===== src/hdl/taq_pkg.sv =====
`timescale 1ns / 1ps

package taq_pkg;

    localparam int PERIOD_W  = 16;
    localparam int DELAY_W   = 16;
    localparam int MODE_W    = 2;
    localparam int CFG_IDX_W = 3;

    localparam logic [CFG_IDX_W-1:0] REG_MODE   = 3'd0;
    localparam logic [CFG_IDX_W-1:0] REG_HIGH   = 3'd1;
    localparam logic [CFG_IDX_W-1:0] REG_LOW    = 3'd2;
    localparam logic [CFG_IDX_W-1:0] REG_PERIOD = 3'd3;
    localparam logic [CFG_IDX_W-1:0] REG_DELAY  = 3'd4;

    localparam logic [MODE_W-1:0] MODE_OFF    = 2'd0;
    localparam logic [MODE_W-1:0] MODE_SINGLE = 2'd1;
    localparam logic [MODE_W-1:0] MODE_CUMUL  = 2'd2;

    localparam logic [PERIOD_W-1:0] PERIOD_RST = 16'd2;

    typedef enum logic [3:0] {
        ST_IDLE = 4'b0001,
        ST_MUL  = 4'b0010,
        ST_DIV  = 4'b0100,
        ST_FIN  = 4'b1000
    } t_state;

endpackage


===== src/hdl/taq_sermul.sv =====
`timescale 1ns / 1ps

// Shift-add multiplier, one multiplier bit per cycle.
// Signed multiplicand, unsigned multiplier.
module taq_sermul import taq_pkg::*; #(
    parameter int A_W = 16,
    parameter int B_W = 16,
    localparam int P_W   = A_W + B_W,
    localparam int CNT_W = $clog2(B_W + 1)
) (
    input  logic                  i_clk,
    input  logic                  i_rst_n,
    input  logic                  i_start,
    input  logic signed [A_W-1:0] i_a,
    input  logic        [B_W-1:0] i_b,
    output logic                  o_done,
    output logic signed [P_W-1:0] o_prod
);

    logic                  r_busy;
    logic                  r_done;
    logic [CNT_W-1:0]      r_cnt;
    logic signed [P_W-1:0] r_acc;
    logic signed [P_W-1:0] r_a_sh;
    logic [B_W-1:0]        r_b_sh;

    always_ff @(posedge i_clk) begin
        if (!i_rst_n) begin
            r_busy <= 1'b0;
            r_done <= 1'b0;
            r_cnt  <= '0;
        end else begin
            r_done <= 1'b0;
            if (i_start) begin
                r_busy <= 1'b1;
                r_cnt  <= CNT_W'(B_W);
            end else if (r_busy) begin
                r_cnt <= r_cnt - CNT_W'(1);
                if (r_cnt == CNT_W'(1)) begin
                    r_busy <= 1'b0;
                    r_done <= 1'b1;
                end
            end
        end
    end

    always_ff @(posedge i_clk) begin
        if (i_start) begin
            r_acc  <= '0;
            r_a_sh <= P_W'(i_a);
            r_b_sh <= i_b;
        end else if (r_busy) begin
            r_acc  <= r_acc + (r_b_sh[0] ? r_a_sh : P_W'(0));
            r_a_sh <= r_a_sh <<< 1;
            r_b_sh <= r_b_sh >> 1;
        end
    end

    assign o_done = r_done;
    assign o_prod = r_acc;

endmodule


===== src/hdl/taq_serdiv.sv =====
`timescale 1ns / 1ps

// Restoring divider, one quotient bit per cycle.
// Requires dividend >> Q_W to be below the divisor.
module taq_serdiv import taq_pkg::*; #(
    parameter int DVD_W = 33,
    parameter int DVS_W = 16,
    parameter int Q_W   = 16,
    localparam int CNT_W = $clog2(Q_W + 1)
) (
    input  logic             i_clk,
    input  logic             i_rst_n,
    input  logic             i_start,
    input  logic [DVD_W-1:0] i_dividend,
    input  logic [DVS_W-1:0] i_divisor,
    output logic             o_done,
    output logic [Q_W-1:0]   o_quot
);

    logic             r_busy;
    logic             r_done;
    logic [CNT_W-1:0] r_cnt;
    logic [DVS_W-1:0] r_rem;
    logic [DVS_W-1:0] r_dvs;
    logic [Q_W-1:0]   r_q;
    logic [DVS_W:0]   w_trial;
    logic             w_ge;

    assign w_trial = {r_rem, r_q[Q_W-1]};
    assign w_ge    = (w_trial >= {1'b0, r_dvs});

    always_ff @(posedge i_clk) begin
        if (!i_rst_n) begin
            r_busy <= 1'b0;
            r_done <= 1'b0;
            r_cnt  <= '0;
        end else begin
            r_done <= 1'b0;
            if (i_start) begin
                r_busy <= 1'b1;
                r_cnt  <= CNT_W'(Q_W);
            end else if (r_busy) begin
                r_cnt <= r_cnt - CNT_W'(1);
                if (r_cnt == CNT_W'(1)) begin
                    r_busy <= 1'b0;
                    r_done <= 1'b1;
                end
            end
        end
    end

    always_ff @(posedge i_clk) begin
        if (i_start) begin
            r_rem <= DVS_W'(i_dividend >> Q_W);
            r_q   <= i_dividend[Q_W-1:0];
            r_dvs <= i_divisor;
        end else if (r_busy) begin
            r_rem <= w_ge ? DVS_W'(w_trial - {1'b0, r_dvs}) : DVS_W'(w_trial);
            r_q   <= {r_q[Q_W-2:0], w_ge};
        end
    end

    assign o_done = r_done;
    assign o_quot = r_q;

endmodule


===== src/hdl/temperature_alarm_qualifier.sv =====
`timescale 1ns / 1ps

// Temperature alarm qualifier.
// Input stream s_axis: one signed Q8.8 temperature sample per transfer.
// Output stream m_axis: one result per sample: latched alarm, running average
// of the current excursion (0 when none) and the excursion sample count.
// Configuration: i_cfg_we / i_cfg_idx / i_cfg_wdata, written by the user only
// while idle (the block does not enforce this):
//   0 mode, 1 high limit, 2 low limit, 3 sample period, 4 alarm delay.
// A sample that needs no averaging goes from idle straight to the finish state,
// which loads the output register and raises m_axis_tvalid. An averaging update
// runs first through the bit-serial multipliers, then through the bit-serial
// divider, before the finish state.
// One sample is in flight at a time; s_axis_tready is high only when the
// block is idle. The result sits in an output register, so the next sample
// is taken while it waits; if m_axis_tready stays low, processing of that
// next sample stalls before its result is written.
// Reset (synchronous, active low) clears the alarm, count and average and
// restores register defaults.
module temperature_alarm_qualifier import taq_pkg::*; #(
    parameter int TEMP_WIDTH  = 16,
    parameter int COUNT_WIDTH = 16,
    localparam int CFG_W = (TEMP_WIDTH > PERIOD_W) ? TEMP_WIDTH : PERIOD_W,
    localparam int IN_W  = ((TEMP_WIDTH + 7) / 8) * 8,
    localparam int OUT_W = ((1 + TEMP_WIDTH + COUNT_WIDTH + 7) / 8) * 8
) (
    input  logic                 i_clk,
    input  logic                 i_rst_n,
    input  logic                 i_cfg_we,
    input  logic [CFG_IDX_W-1:0] i_cfg_idx,
    input  logic [CFG_W-1:0]     i_cfg_wdata,
    input  logic                 s_axis_tvalid,
    output logic                 s_axis_tready,
    input  logic [IN_W-1:0]      s_axis_tdata,  // temperature
    output logic                 m_axis_tvalid,
    input  logic                 m_axis_tready,
    output logic [OUT_W-1:0]     m_axis_tdata   // alarm, average, excursion_count
);

    localparam int PA_W  = TEMP_WIDTH + COUNT_WIDTH;
    localparam int PB_W  = PERIOD_W + 1 + COUNT_WIDTH;
    localparam int NUM_W = TEMP_WIDTH + COUNT_WIDTH + 1;

    t_state                        r_state;
    logic [MODE_W-1:0]             r_mode;
    logic signed [TEMP_WIDTH-1:0]  r_high;
    logic signed [TEMP_WIDTH-1:0]  r_low;
    logic [PERIOD_W-1:0]           r_period;
    logic [DELAY_W-1:0]            r_delay;

    logic [COUNT_WIDTH-1:0]        r_count;
    logic signed [TEMP_WIDTH-1:0]  r_avg;
    logic                          r_alarm;

    logic [COUNT_WIDTH-1:0]        r_n;
    logic signed [TEMP_WIDTH-1:0]  r_t;
    logic                          r_neg;
    logic                          r_test;

    logic                          r_out_valid;
    logic [OUT_W-1:0]              r_out_data;

    logic                          w_accept;
    logic signed [TEMP_WIDTH-1:0]  w_t;
    logic                          w_t_oor;
    logic [COUNT_WIDTH-1:0]        w_n;
    logic                          w_long;
    logic                          w_mul_start;
    logic                          w_mul_a_done;
    logic                          w_mul_b_done;
    logic signed [PA_W-1:0]        w_prod_a;
    logic signed [PB_W-1:0]        w_prod_b;
    logic signed [NUM_W-1:0]       w_num;
    logic [NUM_W-1:0]              w_mag;
    logic                          w_div_start;
    logic                          w_div_done;
    logic [TEMP_WIDTH-1:0]         w_quot;
    logic signed [TEMP_WIDTH-1:0]  w_avg_new;
    logic                          w_avg_oor;
    logic                          w_out_free;
    logic                          w_out_load;
    logic signed [TEMP_WIDTH-1:0]  w_avg_out;

    function automatic logic out_of_range(
        input logic signed [TEMP_WIDTH-1:0] v,
        input logic signed [TEMP_WIDTH-1:0] hi,
        input logic signed [TEMP_WIDTH-1:0] lo
    );
        return (v > hi) || (v < lo);
    endfunction

    assign s_axis_tready = (r_state == ST_IDLE);
    assign w_accept      = s_axis_tvalid && s_axis_tready;
    assign w_t           = s_axis_tdata[TEMP_WIDTH-1:0];
    assign w_t_oor       = out_of_range(w_t, r_high, r_low);
    assign w_n           = (r_count == {COUNT_WIDTH{1'b1}}) ? r_count
                                                           : r_count + COUNT_WIDTH'(1);
    assign w_long        = (r_mode == MODE_CUMUL) && (r_count != '0);
    assign w_mul_start   = w_accept && w_long;

    taq_sermul #(
        .A_W(TEMP_WIDTH),
        .B_W(COUNT_WIDTH)
    ) u_mul_avg (
        .i_clk   (i_clk),
        .i_rst_n (i_rst_n),
        .i_start (w_mul_start),
        .i_a     (r_avg),
        .i_b     (w_n - COUNT_WIDTH'(1)),
        .o_done  (w_mul_a_done),
        .o_prod  (w_prod_a)
    );

    taq_sermul #(
        .A_W(PERIOD_W + 1),
        .B_W(COUNT_WIDTH)
    ) u_mul_time (
        .i_clk   (i_clk),
        .i_rst_n (i_rst_n),
        .i_start (w_mul_start),
        .i_a     ($signed({1'b0, r_period})),
        .i_b     (w_n),
        .o_done  (w_mul_b_done),
        .o_prod  (w_prod_b)
    );

    assign w_num       = NUM_W'(w_prod_a) + NUM_W'(r_t);
    assign w_mag       = w_num[NUM_W-1] ? NUM_W'(-w_num) : NUM_W'(w_num);
    assign w_div_start = (r_state == ST_MUL) && w_mul_a_done && w_mul_b_done;

    taq_serdiv #(
        .DVD_W(NUM_W),
        .DVS_W(COUNT_WIDTH),
        .Q_W  (TEMP_WIDTH)
    ) u_div (
        .i_clk      (i_clk),
        .i_rst_n    (i_rst_n),
        .i_start    (w_div_start),
        .i_dividend (w_mag),
        .i_divisor  (r_n),
        .o_done     (w_div_done),
        .o_quot     (w_quot)
    );

    assign w_avg_new  = r_neg ? $signed(-w_quot) : $signed(w_quot);
    assign w_avg_oor  = out_of_range(w_avg_new, r_high, r_low);
    assign w_out_free = !r_out_valid || m_axis_tready;
    assign w_out_load = (r_state == ST_FIN) && w_out_free;
    assign w_avg_out  = (r_count != '0) ? r_avg : '0;

    always_ff @(posedge i_clk) begin
        if (!i_rst_n) begin
            r_mode   <= MODE_OFF;
            r_high   <= TEMP_WIDTH'(32'sd32767);
            r_low    <= TEMP_WIDTH'(-32'sd32768);
            r_period <= PERIOD_RST;
            r_delay  <= '0;
        end else if (i_cfg_we) begin
            case (i_cfg_idx)
                REG_MODE:   r_mode   <= i_cfg_wdata[MODE_W-1:0];
                REG_HIGH:   r_high   <= i_cfg_wdata[TEMP_WIDTH-1:0];
                REG_LOW:    r_low    <= i_cfg_wdata[TEMP_WIDTH-1:0];
                REG_PERIOD: r_period <= i_cfg_wdata[PERIOD_W-1:0];
                REG_DELAY:  r_delay  <= i_cfg_wdata[DELAY_W-1:0];
                default: ;
            endcase
        end
    end

    always_ff @(posedge i_clk) begin
        if (!i_rst_n) begin
            r_state     <= ST_IDLE;
            r_count     <= '0;
            r_avg       <= '0;
            r_alarm     <= 1'b0;
            r_out_valid <= 1'b0;
        end else begin
            if (w_out_load) begin
                r_out_valid <= 1'b1;
            end else if (m_axis_tready) begin
                r_out_valid <= 1'b0;
            end
            case (r_state)
                ST_IDLE: begin
                    if (w_accept) begin
                        r_state <= w_long ? ST_MUL : ST_FIN;
                        case (r_mode)
                            MODE_SINGLE: begin
                                if (w_t_oor) begin
                                    r_alarm <= 1'b1;
                                end
                            end
                            MODE_CUMUL: begin
                                if (r_count == '0 && w_t_oor) begin
                                    r_count <= COUNT_WIDTH'(1);
                                    r_avg   <= w_t;
                                end
                            end
                            default: ;
                        endcase
                    end
                end
                ST_MUL: begin
                    if (w_div_start) begin
                        r_state <= ST_DIV;
                    end
                end
                ST_DIV: begin
                    if (w_div_done) begin
                        r_state <= ST_FIN;
                        r_avg   <= w_avg_new;
                        if (r_test && w_avg_oor) begin
                            r_alarm <= 1'b1;
                        end
                        r_count <= (r_test && !w_avg_oor) ? '0 : r_n;
                    end
                end
                ST_FIN: begin
                    if (w_out_free) begin
                        r_state <= ST_IDLE;
                    end
                end
                default: r_state <= ST_IDLE;
            endcase
        end
    end

    always_ff @(posedge i_clk) begin
        if (w_mul_start) begin
            r_n <= w_n;
            r_t <= w_t;
        end
        if (w_div_start) begin
            r_neg  <= w_num[NUM_W-1];
            r_test <= $unsigned(w_prod_b) > PB_W'(r_delay);
        end
        if (w_out_load) begin
            r_out_data <= OUT_W'({r_count, w_avg_out, r_alarm});
        end
    end

    assign m_axis_tvalid = r_out_valid;
    assign m_axis_tdata  = r_out_data;

endmodule


===== config.mk =====
export PLATFORM = sky130hd
export DESIGN_NAME = temperature_alarm_qualifier
export DESIGN_NICKNAME = d
export VERILOG_FILES = /design/src/hdl/taq_pkg.sv /design/src/hdl/taq_sermul.sv /design/src/hdl/taq_serdiv.sv /design/src/hdl/temperature_alarm_qualifier.sv
export SDC_FILE = /design/constraint.sdc
export NUM_CORES = 1
export LEC_CHECK = 0
export BUFFER_PORTS_ARGS = -buffer_cell sky130_fd_sc_hd__buf_2
export CORE_ASPECT_RATIO = 1.4
export CORE_MARGIN = 8
export CORE_UTILIZATION = 25
export DETAILED_ROUTE_END_ITERATION = 16
export PLACE_DENSITY_LB_ADDON = 0.1
export SYNTH_ARGS = -nofsm -noshare
export SYNTH_HDL_FRONTEND = slang
export SYNTH_SLANG_ARGS = --single-unit

===== constraint.sdc =====
create_clock -name i_clk -period 8.49 [get_ports i_clk]
set_input_delay 1.698 -clock i_clk [delete_from_list [all_inputs] [get_ports i_clk]]
set_output_delay 1.698 -clock i_clk [all_outputs]
set_load 0.1 [all_outputs]

==> After elaboration in Yosys (flattened, before gate mapping) <==
Cells that the tools add are included.
{ "classes": {"add_sub_neg": 11, "order_cmp": 6, "eq_ne": 23, "n_mux": 61, "bitwise": 4, "reduce_logical": 35} }
{ "ops": {"columns": ["cell", "count"], "rows": [
  ["two-way mux 16 bit", 22],
  ["two-way mux 32 bit", 4],
  ["one-hot mux 16 bit (2 select lines)", 2],
  ["adder 32 x 16 -> 33 bit", 1],
  ["adder 33 bit", 1],
  ["> comparator 33 x 16 -> 1 bit", 1],
  ["two-way mux 33 bit", 1],
  ["adder 32 bit", 1],
  ["> comparator 16 bit", 2],
  ["less-than comparator 16 bit", 2],
  ["negator 32 bit", 1],
  ["two-way mux 5 bit", 6],
  ["two-way mux 4 bit", 5],
  ["two-way mux 1 bit", 19],
  [">= comparator 17 x 16 -> 1 bit", 1],
  ["adder 16 x 1 -> 16 bit, second input constant", 1],
  ["== test 16 bit, second input constant", 1],
  ["logical NOT 16 bit", 1],
  ["negator 16 bit", 1],
  ["one-hot mux 4 bit (4 select lines)", 1],
  ["nonzero test 16 bit", 1],
  ["subtractor 16 x 1 -> 16 bit, second input constant", 1],
  ["subtractor 16 bit", 1],
  ["== test 5 x 1 -> 1 bit, second input constant", 3],
  ["other kinds (25)", 60]
]} }
{ "totals": {"reg_bits": 402, "input_bits": 40, "out_inout_bits": 42, "elab_cells": 178} }

==> Logic depth before layout (Yosys ltp) <==
{ "logic_depth": {"ltp_word": 9, "mapped_depth": 20, "mapped_depth_nobuf": 18} }

==> Modules after synthesis <==
A second synthesis with hierarchy kept.
{ "hier_totals": {"hier_cells": 2732, "hier_area_um2": 25573.3} }
{ "modules_own_cells": {"columns": ["mod", "n_inst", "cells_each", "area_each_um2", "seq_area_each_um2"], "rows": [
  ["temperature_alarm_qualifier", 1, 1358, 11596.1, 4093.9],
  ["taq_sermul (u_mul_avg)", 1, 533, 5313.8, 2222.1],
  ["taq_sermul (u_mul_time)", 1, 538, 5307.6, 2272.2],
  ["taq_serdiv", 1, 303, 3355.7, 1581.5]
]} }

==> Least setup slack after synthesis <==
Ideal clock, no wire load.
{ "synth_timing": {"path_type": "reg2reg", "from": "reg u_div.r_q[2] (netlist: u_div.o_quot[2])", "to": "reg r_count[10]", "setup_ns": 0.087, "t_arrival_ns": 4.022, "required_time_ns": 8.403, "path_slack_ns": 4.381, "stages_incl_launch_ff": 17, "path_buffers": 2, "synth_period_minus_slack_ns": 4.109, "path_cell_list": "edfxtp_1 or3_1 or3b_2 or4_1 o21ai_0 nand2_1 xor2_1 ha_1 nand2_1 a2111o_1 a31o_2 nand4_1 and3_1 clkbuf_1 clkbuf_1 nand3_1 o31ai_1"} }
{ "synth_between": {"elab_chain_len": 9, "elab_cells_between_ends": 10, "cone_classes": "add/sub: 1; order compare: 2; mux: 4; reduce/logical: 3"} }
{ "synth_rtl": {"columns": ["item", "line_no", "text"], "rows": [
  ["start, declared", "taq_serdiv.sv:25", "logic [Q_W-1:0] r_q;"],
  ["start signal, assigned", "taq_serdiv.sv:55", "r_q <= i_dividend[Q_W-1:0];"],
  ["start signal, assigned", "taq_serdiv.sv:59", "r_q <= {r_q[Q_W-2:0], w_ge};"],
  ["negator 16 bit", "temperature_alarm_qualifier.sv:145", "assign w_avg_new = r_neg ? $signed(-w_quot) : $signed(w_quot);"],
  ["two-way mux 16 bit *", "temperature_alarm_qualifier.sv:145", null],
  ["> comparator 16 bit or less-than comparator 16 bit (tied branches)", "temperature_alarm_qualifier.sv:89", "return (v > hi) || (v < lo);"],
  ["logical OR 1 bit *", "temperature_alarm_qualifier.sv:89", null],
  ["logical NOT 1 bit *", "temperature_alarm_qualifier.sv:215", "r_count <= (r_test && !w_avg_oor) ? '0 : r_n;"],
  ["logical AND 1 bit *", "temperature_alarm_qualifier.sv:215", null],
  ["two-way mux 16 bit *", "temperature_alarm_qualifier.sv:215", null],
  ["two-way mux 16 bit *", "temperature_alarm_qualifier.sv:209", "if (w_div_done) begin"],
  ["one-hot mux 16 bit (2 select lines) *", "temperature_alarm_qualifier.sv:183", "case (r_state)"],
  ["end signal, assigned", "temperature_alarm_qualifier.sv:215", null],
  ["end, declared", "temperature_alarm_qualifier.sv:51", "logic [COUNT_WIDTH-1:0] r_count;"]
]} }
Mark *: on every way between the ends. The rest lies on a longest branch, timed or not. The select of a mux whose other input is x is not followed.
A chain may end at the register's enable or synchronous reset.

==> Final worst setup path <==
{ "layout_timing": {"from": "reg r_t[15]", "to": "reg u_div.r_rem[8], data pin"} }
{ "layout_between": {"elab_chain_len": 4} }
{ "layout_rtl": {"columns": ["item", "line_no", "text"], "rows": [
  ["start, declared", "temperature_alarm_qualifier.sv:56", "logic signed [TEMP_WIDTH-1:0] r_t;"],
  ["start signal, assigned", "temperature_alarm_qualifier.sv:231", "r_t <= w_t;"],
  ["adder 32 x 16 -> 33 bit *", "temperature_alarm_qualifier.sv:127", "assign w_num = NUM_W'(w_prod_a) + NUM_W'(r_t);"],
  ["negator 32 bit", "temperature_alarm_qualifier.sv:128", "assign w_mag = w_num[NUM_W-1] ? NUM_W'(-w_num) : NUM_W'(w_num);"],
  ["two-way mux 32 bit *", "temperature_alarm_qualifier.sv:128", null],
  ["two-way mux 16 bit *", "taq_serdiv.sv:53", "if (i_start) begin"],
  ["end signal, assigned", "taq_serdiv.sv:54", "r_rem <= DVS_W'(i_dividend >> Q_W);"],
  ["end signal, assigned", "taq_serdiv.sv:58", "r_rem <= w_ge ? DVS_W'(w_trial - {1'b0, r_dvs}) : DVS_W'(w_trial);"],
  ["end, declared", "taq_serdiv.sv:23", "logic [DVS_W-1:0] r_rem;"]
]} }
Mark *: on every way between the ends. The rest lies on a longest branch, timed or not.

==> insert_results.sql <==
INSERT INTO impl_metrics (metric_group, metric, value, unit) VALUES
('outcome', 'status', 'completed', ''),
('worst_setup_path', 'worst_r2r_startpoint', 'r_t[15]', ''),
('clock_tree', 'clkSinkCount', '402', ''),
('synth', 'synth-edff-count', '195', ''),
('sta', 'hold_violations', '0', ''),
('clock_tree', 'root_buffer', 'sky130_fd_sc_hd__clkbuf_16', ''),
('worst_setup_path', 'critPathCaptureType', 'flip-flop', ''),
('routing', 'drt-initial-drc-count', '986', ''),
('sta', 'setup_total_negative_slack', '0', 'ns'),
('sta', 'layout_worst_path_cycle_share', '54.8', '%'),
('floorplan', 'floorplan.initialDensity', '25.2', '%'),
('grt', 'number_of_global_route_vias_before_repair', '21100', ''),
('grt', 'global_route.usage.total', '14.3', '%'),
('clock_tree', 'cts_inserted_buffers', '50', ''),
('clock_tree', 'path_clk_slew', '0.06', 'ns'),
('synth', 'yosys.cell_types.count', '97', ''),
('floorplan', 'floorplan.die_area', '112000', 'sq um'),
('synth', 'synth_area_per_cell', '8.99', 'sq um'),
('clock_tree', 'worst_skew_pair.late_latency', '0.62', 'ns'),
('sta', 'max_slew.worst_pin.slew', '1.17', 'ns'),
('synth', 'synth.top_cells.by_area', 'sky130_fd_sc_hd__edfxtp_1 23%, sky130_fd_sc_hd__dfxtp_1 16%, sky130_fd_sc_hd__ha_1 9.8%', ''),
('worst_setup_path', 'required', '8.82', 'ns'),
('sta', 'final_max_slew_viol_count', '0', ''),
('worst_setup_path', 'critical_path.n_buffers_inverters', '1', ''),
('grt', 'grt_start_max_net_pins', '82', ''),
('cells_and_area', 'drive_above_1_share', '8.27', '%'),
('worst_setup_path', 'critical_path.max_stage_delay', '0.71', 'ns'),
('routing', 'remaining_drc_errors', '0', ''),
('worst_setup_path', 'arrival', '4.98', 'ns'),
('routing', 'drt-vias-per-instance', '4.85', ''),
('clock_tree', 'cts_setup_buffers', '0', ''),
('routing', 'dr_total_vias', '20500', ''),
('floorplan', 'die_height', '394', 'um'),
('cells_and_area', 'area_overhead_vs_synth', '13.8', '%'),
('sta', 'timing.final.crit_period', '4.66', 'ns'),
('synth', 'netlist.top_cell.by_area', 'sky130_fd_sc_hd__edfxtp_1', ''),
('cells_and_area', 'finalNonFillerCells', '4233', ''),
('place', 'hpwlAfterDp', '63.0', 'mm'),
('worst_setup_path', 'timing.critical_path.cells', 'ha_1, nand2_1, nor2_1, nand2_1, a31oi_1, o211ai_1, a21oi_1, inv_1, o31ai_1, xor2_1, a21oi_1', ''),
('sta', 'setup_viol', '0', ''),
('routing', 'final_antenna_net_count', '0', ''),
('place', 'routabilityCongestion', '0.858', ''),
('synth', 'mappedNetlistArea', '25500', 'sq um'),
('cells_and_area', 'finalNetCount', '3104', ''),
('grt', 'grt_first_pass_wirelength', '127', 'mm'),
('cells_and_area', 'final_common_cell', 'sky130_fd_sc_hd__nand2_1', ''),
('cells_and_area', 'final.fill_count', '10700', ''),
('cells_and_area', 'commonest_non_fill_non_tap_cells_in_the_layout', '382 x sky130_fd_sc_hd__nand2_1, 205 x sky130_fd_sc_hd__dfxtp_1, 200 x sky130_fd_sc_hd__ha_1', ''),
('synth', 'synth-main-ff-cell', 'sky130_fd_sc_hd__dfxtp_1', ''),
('sta', 'grt_setup_unrepaired', 'false', ''),
('sta', 'timing.fmax', '0.215', 'GHz'),
('place', 'quantity_of_i_o_buffers_inserted_on_ports', '74', ''),
('clock_tree', 'cts_max_level', '2', ''),
('routing', 'wire_per_inst', '19.6', 'um'),
('synth', 'synthesis_warning_total', '0', ''),
('worst_setup_path', 'worstSetupPathType', 'flip-flop to flip-flop', ''),
('power', 'irDropWorstVdd', '0.121', 'mV'),
('hold_path', 'hold_path.startpoint', 'r_n[2]', ''),
('sta', 'finalClockSkew', '0.0270', 'ns'),
('synth', 'postSynthRegisterBits', '402', ''),
('power', 'power.density', '164', 'nW/um^2'),
('grt', 'grt_overflow_total', '0', ''),
('clock_tree', 'cts_resized', '0', ''),
('sta', 'max-slew-margin-rel', '22.1', '%'),
('cells_and_area', 'seq_area', '10000', 'sq um'),
('synth', 'postSynth.asyncResetShare', '0', '%'),
('worst_setup_path', 'path_max_fanout', '26', ''),
('worst_setup_path', 'setup.worst_path.start_class', 'flip-flop', ''),
('routing', 'postRouteWirelength', '83.1', 'mm'),
('synth', 'post-synth-top-area-fraction', '23.0', '%'),
('synth', 'synthesis.instances', '2832', '');
## stage by stage
stage	setup slack [ns]	total power, mW	utilization (%)
6_report	3.83	4.75	28.7
5_1_grt	3.38	4.94	28.7
4_1_cts	3.75	4.84	28.7
3_5_place_dp	3.78	2.49	26.9
3_3_place_gp	3.95	2.49	26.9
2_1_floorplan	4.38	2.37	-
## cell usage after synthesis (23+ instances only)
cell type / number
sky130_fd_sc_hd__nor2_1: 187
sky130_fd_sc_hd__nor3_1: 45
sky130_fd_sc_hd__and2_1: 105
sky130_fd_sc_hd__o21ai_0: 167
sky130_fd_sc_hd__edfxtp_1: 195
sky130_fd_sc_hd__dfxtp_1: 207
sky130_fd_sc_hd__ha_1: 200
sky130_fd_sc_hd__nand2_1: 383
sky130_fd_sc_hd__and3_1: 29
sky130_fd_sc_hd__nand4_1: 34
sky130_fd_sc_hd__inv_1: 147
sky130_fd_sc_hd__nand3_1: 68
sky130_fd_sc_hd__xnor2_1: 98
sky130_fd_sc_hd__a21o_1: 79
sky130_fd_sc_hd__o21a_1: 34
sky130_fd_sc_hd__mux2i_1: 88
sky130_fd_sc_hd__a21boi_0: 59
sky130_fd_sc_hd__clkbuf_1: 94
sky130_fd_sc_hd__nand2b_1: 25
sky130_fd_sc_hd__xor2_1: 52
sky130_fd_sc_hd__o211ai_1: 33
sky130_fd_sc_hd__a21oi_1: 142
sky130_fd_sc_hd__a211oi_1: 23
sky130_fd_sc_hd__nor2b_1: 35
## worst reg2reg max path: stages (launching register included)
cell	delay [ns]
sky130_fd_sc_hd__edfxtp_1	0.66
sky130_fd_sc_hd__ha_1	0.57
sky130_fd_sc_hd__nand2_1	0.21
sky130_fd_sc_hd__nor2_1	0.36
sky130_fd_sc_hd__nand2_1	0.15
sky130_fd_sc_hd__a31oi_1	0.35
sky130_fd_sc_hd__o211ai_1	0.16
sky130_fd_sc_hd__a21oi_1	0.71
sky130_fd_sc_hd__inv_1	0.64
sky130_fd_sc_hd__o31ai_1	0.24
sky130_fd_sc_hd__xor2_1	0.24
sky130_fd_sc_hd__a21oi_1	0.09
## kinds of logic (layout without fill, tap and decap cells)
group                    count (synthesis)  count (layout)  share of synthesized area, %
flip-flops                             402             402                          39.3
adder cells (fa/ha/maj)                204             204                          10.1
AO/OA/AOI/OAI                          686             686                          17.8
multiplexers                            97              97                          3.86
other                                    1               8                        0.0147
buffers and inverters                  272             336                          4.22
XOR/XNOR                               150             150                          5.16
AND/OR/NAND/NOR                       1020            1020                          19.5
## layer usage
metal	track usage (%)	routed length (um)
met2	27.4	43900
met1	16.1	34100
met3	1.90	2490
met5	0	12
met4	4.65	2640
## final timing paths
| check | slack (ns) | to | cells after the start |
|---|---|---|---|
| min | 0.45 | u_div.r_dvs[2] | 0 |
| min reg2reg | 0.45 | u_div.r_dvs[2] | 0 |
| max | 3.83 | u_div.r_rem[8] | 11 |
| max reg2reg | 3.83 | u_div.r_rem[8] | 11 |
## sequential cells by signal, summed over array words and instances, names as in the netlist, 32 cells and up
name               flops
u_mul_avg.o_prod      32
m_axis_tdata          33
u_mul_time.o_prod     33
u_mul_time.r_a_sh     33
u_mul_avg.r_a_sh      32
## power breakdown
group	total (mW)	switching, mW	internal, mW
clock network	2.31	0.934	1.37
registers	2.07	0.0225	2.05
logic	0.376	0.259	0.117
total	4.75	1.22	3.54
## layout make-up
| cell class | instances | share of cell area [%] |
|---|---|---|
| sequential | 402 | 34.5 |
| antenna | 1 | 0.00864 |
| tap | 1330 | 5.75 |
| clock buffer | 69 | 5.09 |
| clock inverter | 25 | 1.03 |
| multi-input combinational | 2164 | 49.9 |
| timing repair buffer | 94 | 1.81 |
| inverter | 148 | 1.93 |
No activity file was read; power rests on OpenSTA's default activity.
